### src/rtl/sact_pkg.sv
package sact_pkg;

  // Widths of the fixed channel fields.
  localparam int unsigned AddrW    = 32;
  localparam int unsigned DataW    = 32;
  localparam int unsigned WayOutW  = 2;
  localparam int unsigned SetOutW  = 6;
  localparam int unsigned WordOffW = 2;

  // Access types on the request channel.
  localparam logic REQ_READ  = 1'b0;
  localparam logic REQ_WRITE = 1'b1;

  // Kinds of response.
  localparam logic KIND_DEMAND   = 1'b0;
  localparam logic KIND_PREFETCH = 1'b1;

  // One response as it sits in the holding and output registers.
  typedef struct packed {
    logic                kind;
    logic                hit;
    logic [WayOutW-1:0]  way;
    logic [SetOutW-1:0]  set_index;
    logic [WordOffW-1:0] word_offset;
    logic                writeback;
    logic [AddrW-1:0]    writeback_block_addr;
    logic                fill;
    logic [AddrW-1:0]    fill_block_addr;
    logic                write_through;
    logic [DataW-1:0]    through_data;
    logic                last;
  } sact_rsp_t;

  // Status of one set lookup.
  typedef struct packed {
    logic hit;
    logic evict_dirty;
  } sact_stat_t;

endpackage

### src/rtl/sact_lookup.sv
module sact_lookup #(
  parameter int unsigned WAYS  = 4,
  parameter int unsigned TAG_W = 22,
  parameter int unsigned WAY_W = 2
) (
  input  logic                     valid_i [WAYS],
  input  logic                     dirty_i [WAYS],
  input  logic [WAY_W-1:0]         rank_i  [WAYS],
  input  logic [TAG_W-1:0]         tag_i   [WAYS],
  input  logic [TAG_W-1:0]         look_tag_i,
  input  logic                     set_dirty_i,
  output sact_pkg::sact_stat_t     stat_o,
  output logic [WAY_W-1:0]         way_o,
  output logic [TAG_W-1:0]         victim_tag_o,
  output logic                     valid_o [WAYS],
  output logic                     dirty_o [WAYS],
  output logic [WAY_W-1:0]         rank_o  [WAYS],
  output logic [TAG_W-1:0]         tag_o   [WAYS]
);
  import sact_pkg::*;

  localparam logic [WAY_W-1:0] RankMax = WAY_W'(WAYS - 1);

  logic             hit;
  logic [WAY_W-1:0] hit_way;
  logic [WAY_W-1:0] vict_way;
  logic [WAY_W-1:0] sel_way;
  logic [WAY_W-1:0] sel_rank;

  // Match and victim search; the lowest matching way wins, and the victim
  // is the one way that holds the oldest rank.
  always_comb begin
    hit      = 1'b0;
    hit_way  = '0;
    vict_way = '0;
    for (int w = WAYS - 1; w >= 0; w--) begin
      if (valid_i[w] && (tag_i[w] == look_tag_i)) begin
        hit     = 1'b1;
        hit_way = WAY_W'(w);
      end
    end
    for (int w = 0; w < WAYS; w++) begin
      if (rank_i[w] == RankMax) begin
        vict_way = WAY_W'(w);
      end
    end
  end

  assign sel_way  = hit ? hit_way : vict_way;
  assign sel_rank = rank_i[sel_way];

  // Updated entries: the selected way becomes most recent, and every way
  // that was more recent than it ages by one.
  always_comb begin
    for (int w = 0; w < WAYS; w++) begin
      if (WAY_W'(w) == sel_way) begin
        valid_o[w] = 1'b1;
        dirty_o[w] = hit ? (dirty_i[w] | set_dirty_i) : set_dirty_i;
        tag_o[w]   = hit ? tag_i[w] : look_tag_i;
        rank_o[w]  = '0;
      end else begin
        valid_o[w] = valid_i[w];
        dirty_o[w] = dirty_i[w];
        tag_o[w]   = tag_i[w];
        rank_o[w]  = (rank_i[w] < sel_rank) ? rank_i[w] + 1'b1 : rank_i[w];
      end
    end
  end

  assign stat_o.hit         = hit;
  assign stat_o.evict_dirty = !hit && valid_i[vict_way] && dirty_i[vict_way];
  assign way_o              = sel_way;
  assign victim_tag_o       = tag_i[vict_way];

endmodule

### config.mk
export PLATFORM = sky130hd
export DESIGN_NAME = sact_lookup
export DESIGN_NICKNAME = d
export VERILOG_FILES = /design/src/rtl/sact_pkg.sv /design/src/rtl/sact_lookup.sv
export SDC_FILE = /design/constraint.sdc
export NUM_CORES = 1
export LEC_CHECK = 0
export BUFFER_PORTS_ARGS = -buffer_cell sky130_fd_sc_hd__buf_2
export CAP_MARGIN = 20
export CORE_MARGIN = 2
export CORE_UTILIZATION = 31
export DETAILED_ROUTE_END_ITERATION = 7
export GPL_ROUTABILITY_DRIVEN = 0
export PLACE_DENSITY_LB_ADDON = 0.15
export SLEW_MARGIN = 10
export SYNTH_ARGS = -nofsm -noshare
export SYNTH_HDL_FRONTEND = slang
export SYNTH_SLANG_ARGS = --single-unit
### constraint.sdc
create_clock -name vclk -period 7.7
set_clock_uncertainty 0.05 [all_clocks]
set_input_delay 0.385 -clock vclk [all_inputs]
set_output_delay 0.385 -clock vclk [all_outputs]
set_load 0.01 [all_outputs]
==> insert_results.sql, run 1 <==
INSERT INTO impl_metrics (metric_group, metric, value, unit) VALUES
('layout', 'antennaDiodeCount', '0', ''),
('critical_path', 'most_common_cell_on_crit_path', 'sky130_fd_sc_hd__nor2_1', ''),
('worst_hold_path', 'timing.hold.worst.class', 'in2out', ''),
('yosys', 'synth_cell_types', '55', ''),
('global_routing', 'largest_net_degree_at_the_start_of_global_routing', '48', ''),
('drt', 'first_iter_violations', '219', ''),
('layout', 'fillerInstances', '1281', ''),
('yosys', 'ys_seq_area_share', '0', '%'),
('critical_path', 'timing.critical_path.slowest_stage_cell', 'sky130_fd_sc_hd__nor2_1', ''),
('drt', 'post-route-drc-count', '0', ''),
('yosys', 'synth_cell_area', '3810', 'µm²'),
('job', 'timing.max_cap.violations', '0', ''),
('critical_path', 'worst_setup_path_startpoint', 'look_tag_i[1]', ''),
('global_routing', 'global_route.usage.total', '23.8', '%'),
('yosys', 'syn_avg_cell_area', '7.49', 'µm²'),
('die', 'io-pin-count', '257', ''),
('sta', 'finalSetupTns', '0', 'ns'),
('critical_path', 'cells_along_the_critical_path', 'buf_2, xnor2_1, nand4_1, nand4bb_1, nor2_1, o311a_1, mux2_2, o21ai_0, ha_1, nor2_1, nand3_1, nor2_1, a211oi_2, mux2_1, buf_2', ''),
('critical_path', 'critical-path-max-stage-delay', '0.57', 'ns'),
('die', 'die_w', '115', 'µm'),
('drt', 'firstDrtPassIters', '5', ''),
('power', 'combPwrFrac', '100.0', '%'),
('layout', 'layout.nets', '861', ''),
('power', 'clkPwrFrac', '0', '%'),
('layout', 'final-seq-area', '0', 'µm²'),
('critical_path', 'worstSetupStartpointType', 'primary input', ''),
('sta', 'slew_headroom', '50.5', '%'),
('clock_network', 'postCtsHoldBufs', '0', ''),
('sta', 'final_worst_path_period_share', '64.0', '%'),
('global_routing', 'grt_first_pass_wirelength', '24900', 'µm'),
('power', 'power_density', '80.4', 'nW/µm²'),
('global_routing', 'vias_in_the_first_global_route', '4454', ''),
('power', 'power.net_switching', '234', 'µW'),
('global_routing', 'antenna_violations_before_repair', '0', ''),
('power', 'internal_power', '175', 'µW'),
('yosys', 'synth_warnings', '0', ''),
('drt', 'post_drt_wl_per_cell', '19.1', 'µm'),
('run_status', 'run_status', 'complete, no violations', ''),
('placed_design', 'port_buffers', '257', ''),
('critical_path', 'endpoint', 'rank_o[4]', ''),
('layout', 'layout.clock_buffers', '0', ''),
('power', 'peakVddDrop', '0.0000306', 'V'),
('clock_network', 'post_cts_buffers', '0', ''),
('layout', 'utilization', '42.3', '%'),
('drt', 'antenna_left', '0', ''),
('critical_path', 'cp.arrival', '4.49', 'ns'),
('die', 'row_count', '40', ''),
('die', 'initial_core_util', '31.7', '%'),
('power', 'p_seq_share', '0', '%'),
('layout', 'drive_gt1_share', '45.9', '%'),
('die', 'design.core.area', '12000', 'µm²'),
('drt', 'finalWirelength', '16700', 'µm'),
('critical_path', 'worstSetupPathType', 'in2out', ''),
('yosys', 'syn_nets', '643', ''),
('yosys', 'postSynthCellCount', '509', ''),
('layout', 'sequential_cell_total', '0', ''),
('sta', 'worst-slew-pin-transition', '0.736', 'ns'),
('sta', 'final_hold_viol_count', '0', ''),
('critical_path', 'critical_path_peak_fanout', '11', ''),
('drt', 'route.vias.total', '4690', ''),
('die', 'fp.dieArea', '13200', 'µm²'),
('power', 'netSwitchingFraction', '57.2', '%'),
('layout', 'synth_to_layout_area_growth', '33.3', '%'),
('placed_design', 'final_hpwl_dp', '13900', 'µm'),
('critical_path', 'critPathCaptureType', 'primary output', ''),
('critical_path', 'cp.required', '7.26', 'ns'),
('sta', 'fmaxAchievable', '0.203', 'GHz'),
('sta', 'rsz0062_at_grt', 'false', ''),
('global_routing', 'global_route.overflow_total', '0', ''),
('sta', 'setup_viol_count_final', '0', ''),
('drt', 'route.detailed.vias_per_inst', '5.38', ''),
('clock_network', 'cts-resized-gates', '0', ''),
('die', 'die_height', '115', 'µm'),
('sta', 'timing.final.max_slew_violations', '0', ''),
('sta', 'fin_crit', '4.93', 'ns'),
('power', 'power.static_leakage', '2.31', 'nW');
final cells by class:
cell class / count / area [µm²] / share of cell area, %
Timing Repair Buffer: 262 / 1320 / 26.1
Inverter: 9 / 33.8 / 0.665
Tap cell: 147 / 184 / 3.62
Multi-Input combinational cell: 454 / 3540 / 69.7
routing by layer:
| metal | GRT usage (%) | wire length, µm | vias to the layer above | share of wire, % |
|---|---|---|---|---|
| met5 | 0 | 0 | - | 0 |
| met3 | 2.21 | 954 | 21 | 5.7 |
| met1 | 30.7 | 7170 | 2182 | 43 |
| li1 | - | - | 2267 | - |
| met2 | 43.9 | 8330 | 220 | 50 |
| met4 | 3.37 | 229 | 0 | 1.4 |
Yosys cell counts, drive strengths merged (11+ instances only):
| library cell | count | area, µm² |
|---|---|---|
| nor4 | 20 | 138 |
| xnor2 | 42 | 368 |
| clkbuf | 11 | 41.3 |
| nand4 | 19 | 119 |
| o21ai | 26 | 134 |
| xor2 | 48 | 420 |
| nor2 | 37 | 171 |
| nand2 | 37 | 146 |
| a21oi | 28 | 140 |
| mux2 | 91 | 1020 |
| nand3 | 12 | 65.1 |
| mux2i | 27 | 270 |
| buf | 35 | 201 |
worst min-delay path by stage:
stage                 from         end  slack [ns]  depth (start not counted)
5_1_grt        set_dirty_i  dirty_o[3]        1.06                          4
6_report       set_dirty_i  dirty_o[3]        1.03                          4
3_3_place_gp   set_dirty_i  dirty_o[3]        1.02                          4
2_1_floorplan   valid_i[0]  valid_o[0]        0.83                          1
3_5_place_dp   set_dirty_i  dirty_o[3]        1.03                          4
4_1_cts        set_dirty_i  dirty_o[3]        1.03                          4
kinds of logic after synthesis:
group                    count (synthesis)  synth area share (%)
AND/OR/NAND/NOR                        165                  24.4
multiplexers                           118                  34.0
XOR/XNOR                                90                  20.7
AO/OA/AOI/OAI                           74                  11.3
buffers and inverters                   55                  7.26
adder cells (fa/ha/maj)                  7                  2.30
power groups by stage:
stage	Clock [mW]	Combinational, mW	Sequential [mW]
after global routing	0	0.443	0
after global placement	0	0.404	0
after detailed placement	0	0.407	0
after floorplan	0	0.245	0
final	0	0.408	0
after CTS	0	0.409	0
cell usage in the layout (no fill, tap or decap), drive strengths merged, types with 2 or more instances in the layout:
cell type and count:
nand2b 3, or2 5, nor4 20, xor2 48, or3b 3, nand3 12, mux2i 27, xnor2 42
nand2 37, inv 9, and2 2, o21ai 26, o22ai 4, buf 262, a211oi 2, and3 6
o31ai 2, nor3 9, o2111ai 2, nor2b 5, nor2 37, a21oi 28, o21a 2, nand4 19
or3 2, nor4b 2, ha 7, mux2 91
worst max-delay path: cells and delay by family:
family	cells	cell delay (ns)
AOI/OAI and AO/OA	3	1.22
and+or+nand+nor	6	1.21
muxes	2	0.74
xor gates and xnor gates	1	0.36
buffers and inverters	2	0.30
adders and majority gates	1	0.26
per-stage QoR:
step	setup slack, ns	instances	power [mW]	cell area, µm²	hold WS [ns]
after global placement	2.92	872	0.404	5080	1.02
after global routing	2.54	872	0.443	5080	1.06
final	2.77	872	0.408	5080	1.03
after CTS	2.82	872	0.409	5080	1.03
after floorplan	3.59	509	0.245	3810	0.827
after detailed placement	2.86	872	0.407	5080	1.03
(Power assumes the default switching activity.)
==> inputs of run 2 (changes only) <==
clock period = 4.95 ns   (was 7.7 ns; I/O delays follow)
==> insert_results.sql, run 2 (synthesis gave the netlist of run 1 again) <==
INSERT INTO impl_metrics (metric_group, metric, value, unit) VALUES
('drt', 'first_iter_violations', '221', ''),
('sta', 'final_worst_path_period_share', '90.2', '%'),
('die', 'initial_core_util', '31.7', '%'),
('sta', 'setup_slack', '0.484', 'ns'),
('critical_path', 'critical-path-max-stage-delay', '0.58', 'ns'),
('die', 'row_count', '40', ''),
('sta', 'final_hold_viol_count', '0', ''),
('critical_path', 'critical_path_peak_fanout', '11', ''),
('critical_path', 'cells_along_the_critical_path', 'buf_2, xnor2_1, nand4_1, nand4bb_1, nor2_1, o311a_1, mux2_2, o21ai_0, ha_1, nor2_1, nand3_1, nor2_1, a211oi_2, mux2_1, buf_2', ''),
('clock_network', 'cts-resized-gates', '0', ''),
('die', 'die_w', '115', 'µm'),
('drt', 'antenna_left', '0', ''),
('layout', 'final-seq-area', '0', 'µm²'),
('power', 'power_density', '125', 'nW/µm²'),
('sta', 'rsz0062_at_grt', 'false', ''),
('layout', 'layout.nets', '863', ''),
('critical_path', 'timing.critical_path.max_delay_family', 'simple AND/OR/NAND/NOR gates', ''),
('critical_path', 'critPathCaptureType', 'primary output', ''),
('layout', 'mostFrequentLayoutCells', '257 x sky130_fd_sc_hd__buf_2, 50 x sky130_fd_sc_hd__mux2_2, 48 x sky130_fd_sc_hd__xor2_1', ''),
('sta', 'fmaxAchievable', '0.224', 'GHz'),
('layout', 'layout.clock_buffers', '0', ''),
('run_status', 'run_status', 'complete, no violations', ''),
('die', 'fp.dieArea', '13200', 'µm²'),
('power', 'peakVddDrop', '0.0000470', 'V'),
('critical_path', 'worstSetupStartpointType', 'primary input', ''),
('critical_path', 'endpoint', 'rank_o[4]', ''),
('global_routing', 'grt_first_pass_wirelength', '24800', 'µm'),
('power', 'finalPower', '638', 'µW'),
('die', 'design.core.area', '12000', 'µm²'),
('drt', 'firstDrtPassIters', '5', ''),
('global_routing', 'antenna_violations_before_repair', '1', ''),
('global_routing', 'largest_net_degree_at_the_start_of_global_routing', '47', ''),
('sta', 'finalSetupTns', '0', 'ns'),
('critical_path', 'cp.arrival', '4.17', 'ns'),
('drt', 'finalWirelength', '16800', 'µm'),
('critical_path', 'worstPathBufferInverterCount', '2', ''),
('critical_path', 'cp.required', '4.65', 'ns'),
('critical_path', 'worstSetupPathType', 'in2out', ''),
('drt', 'route.vias.total', '4689', ''),
('sta', 'fin_crit', '4.47', 'ns'),
('layout', 'drive_gt1_share', '46.1', '%'),
('global_routing', 'vias_in_the_first_global_route', '4487', ''),
('sta', 'worst_hold_slack', '0.758', 'ns'),
('critical_path', 'most_common_cell_on_crit_path', 'sky130_fd_sc_hd__nor2_1', ''),
('critical_path', 'path_depth', '15', ''),
('layout', 'sequential_cell_total', '0', ''),
('placed_design', 'placement.cell_area', '5090', 'µm²'),
('critical_path', 'worst_setup_path_startpoint', 'look_tag_i[1]', ''),
('sta', 'slew_headroom', '50.4', '%'),
('sta', 'timing.final.max_slew_violations', '0', ''),
('drt', 'post-route-drc-count', '0', ''),
('layout', 'final_common_cell', 'sky130_fd_sc_hd__buf_2', ''),
('clock_network', 'post_cts_buffers', '0', ''),
('worst_hold_path', 'timing.hold.worst.class', 'in2out', ''),
('sta', 'setup_viol_count_final', '0', ''),
('layout', 'fillerInstances', '1301', ''),
('power', 'power.static_leakage', '2.32', 'nW'),
('die', 'die_height', '115', 'µm'),
('global_routing', 'global_route.usage.total', '23.8', '%'),
('job', 'timing.max_cap.violations', '0', ''),
('placed_design', 'port_buffers', '257', ''),
('drt', 'route.detailed.vias_per_inst', '5.36', ''),
('sta', 'worst-slew-pin-transition', '0.737', 'ns'),
('drt', 'post_drt_wl_per_cell', '19.3', 'µm'),
('layout', 'antennaDiodeCount', '0', ''),
('layout', 'final_area', '5090', 'µm²'),
('placed_design', 'pre_cts_slack', '0.540', 'ns'),
('critical_path', 'timing.critical_path.slowest_stage_cell', 'sky130_fd_sc_hd__nor2_1', ''),
('global_routing', 'global_route.overflow_total', '0', ''),
('die', 'io-pin-count', '257', ''),
('clock_network', 'postCtsHoldBufs', '0', ''),
('placed_design', 'final_hpwl_dp', '14100', 'µm'),
('layout', 'synth_to_layout_area_growth', '33.7', '%');
run 2: layout make-up:
cell class | count | area [µm²] | share of cell area (%)
multi-input combinational | 454 | 3540 | 69.4
timing repair buffer | 264 | 1340 | 26.3
tap | 147 | 184 | 3.61
inverter | 9 | 33.8 | 0.663
run 2: layer usage:
layer  track usage (%)  vias to the layer above  share of wire, %  routed length, µm
met4              2.33                        0               1.1                178
met3              2.16                       14               6.9               1170
met1              30.3                     2175                42               7010
li1                  -                     2269                 -                  -
met5                 0                        -                 0                  0
met2              45.0                      231                50               8480
run 2: how the worst min path moves through the flow:
stage          cells past startpoint          to        start
6_report                           4  dirty_o[3]  set_dirty_i
5_1_grt                            3    tag_o[2]     tag_i[2]
4_1_cts                            4  dirty_o[3]  set_dirty_i
3_5_place_dp                       4  dirty_o[3]  set_dirty_i
3_3_place_gp                       4  dirty_o[3]  set_dirty_i
2_1_floorplan                      1  valid_o[0]   valid_i[0]
run 2: through the flow:
step / util [%] / cells
floorplan: - / 509
global placement: 42.4 / 874
detailed placement: 42.4 / 874
CTS: 42.4 / 874
global route: 42.4 / 874
finish: 42.4 / 874
run 2: power breakdown:
part / switching, mW / total (mW) / internal [mW]
sequential: 0 / 0 / 0
clock: 0 / 0 / 0
combinational: 0.364 / 0.638 / 0.274
total: 0.364 / 0.638 / 0.274
